$ cat config.mk
export PLATFORM = sky130hd
export DESIGN_NAME = rpa_mid_queue
export DESIGN_NICKNAME = d
export VERILOG_FILES = /design/src/sv/rpa_pkg.sv /design/src/sv/rpa_mid_queue.sv
export SDC_FILE = /design/constraint.sdc
export NUM_CORES = 1
export LEC_CHECK = 0
export CORE_ASPECT_RATIO = 1.5
export CORE_MARGIN = 5
export CORE_UTILIZATION = 51
export CTS_CLUSTER_DIAMETER = 80
export DETAILED_ROUTE_END_ITERATION = 6
export DONT_BUFFER_PORTS = 1
export PLACE_DENSITY = 0.74
export RECOVER_POWER = 50
export SETUP_SLACK_MARGIN = 0.02
export SYNTH_ARGS = -nofsm -noshare
export SYNTH_HDL_FRONTEND = slang
export SYNTH_SLANG_ARGS = --single-unit
$ cat constraint.sdc
create_clock -name clk -period 28.2 [get_ports clk]
set_input_delay 5.64 -clock clk [delete_from_list [all_inputs] [get_ports clk]]
set_output_delay 5.64 -clock clk [all_outputs]
set_load 0.02 [all_outputs]
$ cat src/sv/rpa_pkg.sv
// shared types, constants and tables of the rotate point about axis unit
package rpa_pkg;

  localparam int CORDIC_STEPS = 16;
  localparam int COORD_FRAC_BITS = 16;
  localparam int COORD_W = 2 * COORD_FRAC_BITS;
  localparam int CW = 34;
  localparam int MID_DEPTH = 4;
  localparam int OUT_DEPTH = 4;
  localparam int MID_PW = $clog2(MID_DEPTH);
  localparam int OUT_PW = $clog2(OUT_DEPTH);

  localparam logic signed [CW-1:0] ONE_Q30 = CW'(64'sd1073741824);
  localparam logic signed [CW-1:0] CORDIC_X0 = CW'(64'sd652032874);
  localparam logic [1:0] QUAD_1 = 2'b01;
  localparam logic [1:0] QUAD_2 = 2'b10;

  typedef struct packed {
    logic empty;
    logic full;
  } q_stat_t;

  typedef struct packed {
    logic flip;
    logic signed [15:0] ax;
    logic signed [15:0] ay;
    logic signed [15:0] az;
    logic signed [COORD_W-1:0] px;
    logic signed [COORD_W-1:0] py;
    logic signed [COORD_W-1:0] pz;
    logic signed [COORD_W:0] dx;
    logic signed [COORD_W:0] dy;
    logic signed [COORD_W:0] dz;
  } carry_t;

  typedef logic signed [31:0] entry_t;

  typedef struct packed {
    entry_t [8:0] m;
    logic signed [COORD_W-1:0] px;
    logic signed [COORD_W-1:0] py;
    logic signed [COORD_W-1:0] pz;
    logic signed [COORD_W:0] dx;
    logic signed [COORD_W:0] dy;
    logic signed [COORD_W:0] dz;
  } mid_item_t;

  typedef struct packed {
    logic signed [COORD_W-1:0] rx;
    logic signed [COORD_W-1:0] ry;
    logic signed [COORD_W-1:0] rz;
    logic clip;
  } out_item_t;

  // atan(2^-i) in 2^32 units per turn
  function automatic logic signed [CW-1:0] atan_turn(input int idx);
    logic [29:0] v;
    begin
      case (idx)
        0: v = 30'd536870912;
        1: v = 30'd316933406;
        2: v = 30'd167458907;
        3: v = 30'd85004756;
        4: v = 30'd42667331;
        5: v = 30'd21354465;
        6: v = 30'd10679838;
        7: v = 30'd5341269;
        8: v = 30'd2670163;
        9: v = 30'd1335087;
        10: v = 30'd667544;
        11: v = 30'd333772;
        12: v = 30'd166886;
        13: v = 30'd83443;
        14: v = 30'd41722;
        15: v = 30'd20861;
        16: v = 30'd10430;
        17: v = 30'd5215;
        18: v = 30'd2608;
        19: v = 30'd1304;
        20: v = 30'd652;
        21: v = 30'd326;
        22: v = 30'd163;
        23: v = 30'd81;
        default: v = 30'd0;
      endcase
      atan_turn = $signed({4'b0000, v});
    end
  endfunction

endpackage

$ cat src/sv/rpa_mid_queue.sv
// short queue of matrix items between the front and back parts
module rpa_mid_queue
  import rpa_pkg::*;
(
  input  logic clk,
  input  logic rst_n,
  input  logic push,
  input  mid_item_t wr_item,
  input  logic pop,
  output mid_item_t rd_item,
  output q_stat_t stat
);

  mid_item_t mem_r [0:MID_DEPTH-1];
  logic [MID_PW-1:0] wr_ptr_r, rd_ptr_r;
  logic [MID_PW:0] count_r;

  assign rd_item = mem_r[rd_ptr_r];
  assign stat.empty = (count_r == '0);
  assign stat.full = (count_r == (MID_PW+1)'(MID_DEPTH));

  always_ff @(posedge clk) begin
    if (push) begin
      mem_r[wr_ptr_r] <= wr_item;
    end
  end

  always_ff @(posedge clk) begin
    if (!rst_n) begin
      wr_ptr_r <= '0;
      rd_ptr_r <= '0;
      count_r <= '0;
    end else begin
      if (push) begin
        wr_ptr_r <= wr_ptr_r + 1'b1;
      end
      if (pop) begin
        rd_ptr_r <= rd_ptr_r + 1'b1;
      end
      case ({push, pop})
        2'b10: count_r <= count_r + 1'b1;
        2'b01: count_r <= count_r - 1'b1;
        default: count_r <= count_r;
      endcase
    end
  end

endmodule

; ---- Word-level counts from Yosys, hierarchy flattened
; Memory sizes are Yosys's and may differ from the RTL's. A register that Yosys moved wholly into a read port is not among the register bits.
; Cells that the tools add are included.
[totals]
register_bits = 7
ram_bits = 1932
elab_cells = 18
mem_count = 1
[memory_table]
columns = memory, depth, width, rd, rd_clocked_by_memory_dff, write_ports, line
row1 = mem_r, 4, 483, 1, 1, 1, rpa_mid_queue.sv:14  ; mid_item_t mem_r [0:MID_DEPTH-1];
[op_classes]
n_mux = 5
eq_ne = 3
addsub = 4
reduce_logical = 2
[ops]
columns = operator, n
row1 = $pmux W3 S2, 1
row2 = $add A2 B1 Y2 const B, 2
row3 = $mux W2, 2
row4 = $add A3 B1 Y3 const B, 1
row5 = $eq A3 B3 Y1 const B, 1
row6 = $logic_not A3 Y1, 1
row7 = $sub A3 B1 Y3 const B, 1
row8 = $eq A2 B1 Y1 const B, 1
row9 = $eq A2 B2 Y1 const B, 1
row10 = $mux W1, 2
row11 = $reduce_bool A2 Y1, 1

; ---- Longest topological paths before layout
[depth]
ltp_word = 3
depth_mapped = 7
ltp_nobuf = 7

; ---- Least setup slack after synthesis
; Ideal clock, no wire load.
[synth_timing]
path_kind = input -> register
startpoint = in push
endpoint = mem mem_r[0][0] (netlist bit), enable pin
path_stages = 1
setup_time_ns = 0.908
arrival_ns = 16.485
t_required_ns = 27.292
setup_slack_ns = 10.807
cell_sequence = and2_1
[synth_via]
elab_chain_len = 2
[synth_lines]
columns = item, line
row1 = start: declaration, rpa_mid_queue.sv:7  ; input logic push,
row2 = $mux W1, rpa_mid_queue.sv:23  ; if (push) begin
row3 = $mux W1 (not written as such), rpa_mid_queue.sv:24  ; mem_r[wr_ptr_r] <= wr_item;
row4 = end: declaration, rpa_mid_queue.sv:14
; No other way between the ends.

; ---- Worst setup path after layout
[layout_timing]
startpoint = in push
endpoint = mem mem_r[2][242] (netlist bit), enable pin
; Same word-level chain as after synthesis.

==> out/results.tsv <==
metric	value	unit
synth.area.top_cells	edfxtp_1 81%, mux4_1 16%, mux4_2 1.9%, buf_6 0.75%, buf_2 0.34%	
hold_viol	0	
avgSynthCellArea	28.0	um^2
synthArstFlopShare	0	
grt_max_degree	153	
max-slew-margin-rel	-5.33	
synthCells	2569	
post_route_cells_drive_above_1_share	0.115	
clk_pin_slew_worst_paths	60	ps
drc	0	
maxCapViolations	6	
startpoint_type	input port	
cts_root_buf	clkbuf_16	
grt_use_total	0.225	
utilization	0.565	
synth_top_area_share	0.808	
status	complete, but fails checks	
layout_min_cycle_time	15100	ps
timing_worst_slew_pin_value	9490	ps
powerDensity	77.8	mW/mm^2
postLayoutCellArea	0.0790	mm^2
drv_slew	537	
h-tree-depth	4	
cts_resized	0	
worstPathMaxFanout	152	
holdPathStages	2	
yosysTopAreaCell	edfxtp_1	
gp_congestion	0.893	
io_buffers	0	
critPathArrivalTime	15220	ps
core	0.140	mm^2
critical_path_required	28320	ps
holdBufCountCts	0	
synth-main-ff-cell	edfxtp_1	
routedWlPerCell	36.6	um
grtUsageMet2	0.366	
finClkSkew	21.2	ps
vdd_ir_drop_max	0.0804	mV
finalNetCount	3157	
critical_path.max_stage_delay	6750	ps
p_leak	24.8	nW
max_freq	66.2	MHz
hpwl	105000	um
cts_buffer_depth	3	
met1_usage	0.243	
met3_usage	0.149	
dr.pass1.iters	5	
wl	172000	um
synth_nets	3062	
regToRegEndpoint	mem_r[2][242]	
synth_cell_types	22	
holdPathEnd	count_r[2]	
grt_pass1_vias	30325	
cp.depth	2	
crit_type	input port to flop	
grt_overflow_total	0	
layout_commonest_cell	edfxtp_1	
grt_pass1_wl	236000	um
start_util	0.514	
clk_latency	810	ps
vias	29273	
hp-start	count_r[2]	
cts_sinks	1941	
final.setup.tns	0	ps
cts_made_buffers	166	
violations	capacitance limit, slew limit	
crit_chain	and2_0, clkbuf_1	
cts_tree	built	
ys_seq_area_frac	0.810	
ant_nets	0	
crit_family	buffers and inverters	
ys_ff_latch	1941	
yosys_warnings	0	
setup_viol	0	
min_period_over_period	0.535	
die_x	316	um
crit_buf_inv	1	
layout_common_cells	1,932 x edfxtp_1, 424 x mux4_1, 168 x clkbuf_16, 59 x mux4_2, 47 x clkbuf_1	
reg2regPathDepth	4	
synth_edf_count	1932	
ios	972	
grt-busiest-layer	met2	
crit_path_end_kind	flop	
cts_setup_buffers	0	
fp.dieH	470	um
hold_path_class	flop to flop	
via_per_inst	6.22	
r2r_setup_slack	17270	ps
die_area	0.149	mm^2
placed_cell_area	0.0736	mm^2
regToRegStartpoint	wr_ptr_r[0]	
drtIter0Drc	3017	
rsz0062_at_grt	false	
antenna_found_initial	20	
row_count	168	
syn_to_final_growth	9.98	%
syn-cell-area	0.0718	mm^2
slowest_stage	clkbuf_1	
fill_cells	9410	
## worst reg2reg max path: cells and delay by family, from the launching register on
kind          cells  cell delay (ps)
simple gates      1             2560
buf+inv           2             6880
fa+ha+maj         1              150
flops             1              360
## metal layers
metal / wire [um] / part of all wire
met3: 29400 / 0.17
met1: 54300 / 0.32
met2: 83700 / 0.49
met4: 4410 / 0.026
met5: 110 / 0.00064
## area by class of cell
class	instances	area, um^2	share of cell area
Clock buffer	213	4370	0.0554
Timing Repair Buffer	35	293	0.00371
Clock inverter	86	942	0.0119
Tap cell	1870	2340	0.0296
Sequential cell	1941	58200	0.737
Inverter	6	22.5	0.000285
Multi-Input combinational cell	514	12700	0.161
Antenna cell	38	95.1	0.00120
## cells in the mapped netlist, types with 2 or more instances
| cell type | n |
|---|---|
| buf_6 | 48 |
| buf_2 | 49 |
| o21ai_0 | 2 |
| mux4_1 | 424 |
| edfxtp_1 | 1932 |
| and2_1 | 10 |
| inv_1 | 6 |
| clkbuf_1 | 6 |
| xor2_1 | 3 |
| nand2_1 | 2 |
| buf_8 | 5 |
| ha_1 | 5 |
| mux4_2 | 59 |
| dfxtp_1 | 9 |
| xnor2_1 | 2 |
## worst max path at each step
stage | to | from | slack, ps
finish | mem_r[2][242] | push | 13100
global route | mem_r[2][391] | push | 12520
CTS | rd_item[357] | flop | 17570
detailed placement | rd_item[388] | flop | 18460
global placement | rd_item[25] | flop | 18500
floorplan | mem_r[0][0] | push | 10810
## power by group
part           internal [W]  leakage (nW)  switching [W]
clock               0.00124          2.57        0.00101
combinational      0.000157          4.43       0.000381
sequential          0.00333          17.8      0.0000395
## flip-flops by register name (all words and copies together) (netlist names), named ones only
| signal | count |
|---|---|
| wr_ptr_r | 2 |
| rd_ptr_r | 2 |
| mem_r | 1932 |
| count_r | 3 |
## stage by stage
stage                     hold WS [ps]  cells  setup WS [ps]  power (W)
after global placement             530   4366          18500    0.00394
final                              590   4703          13100    0.00615
after CTS                          574   4665          17570    0.00619
after global routing               594   4666          12520    0.00634
after floorplan                    473   2569          10810    0.00388
after detailed placement           533   4366          18460    0.00396
## logic make-up (layout without fill, tap and decap cells)
logic type / after synthesis / in the layout / synth area share
and+or+nand+nor: 16 / 16 / 0.00131
other: 0 / 38 / 0
muxes: 484 / 484 / 0.174
DFF: 1941 / 1941 / 0.810
adders and majority gates: 6 / 6 / 0.00115
buffers and inverters: 114 / 340 / 0.0126
AOI/OAI and AO/OA: 3 / 3 / 0.000244
xor gates and xnor gates: 5 / 5 / 0.000610
Power figures use the tool's default switching activity.
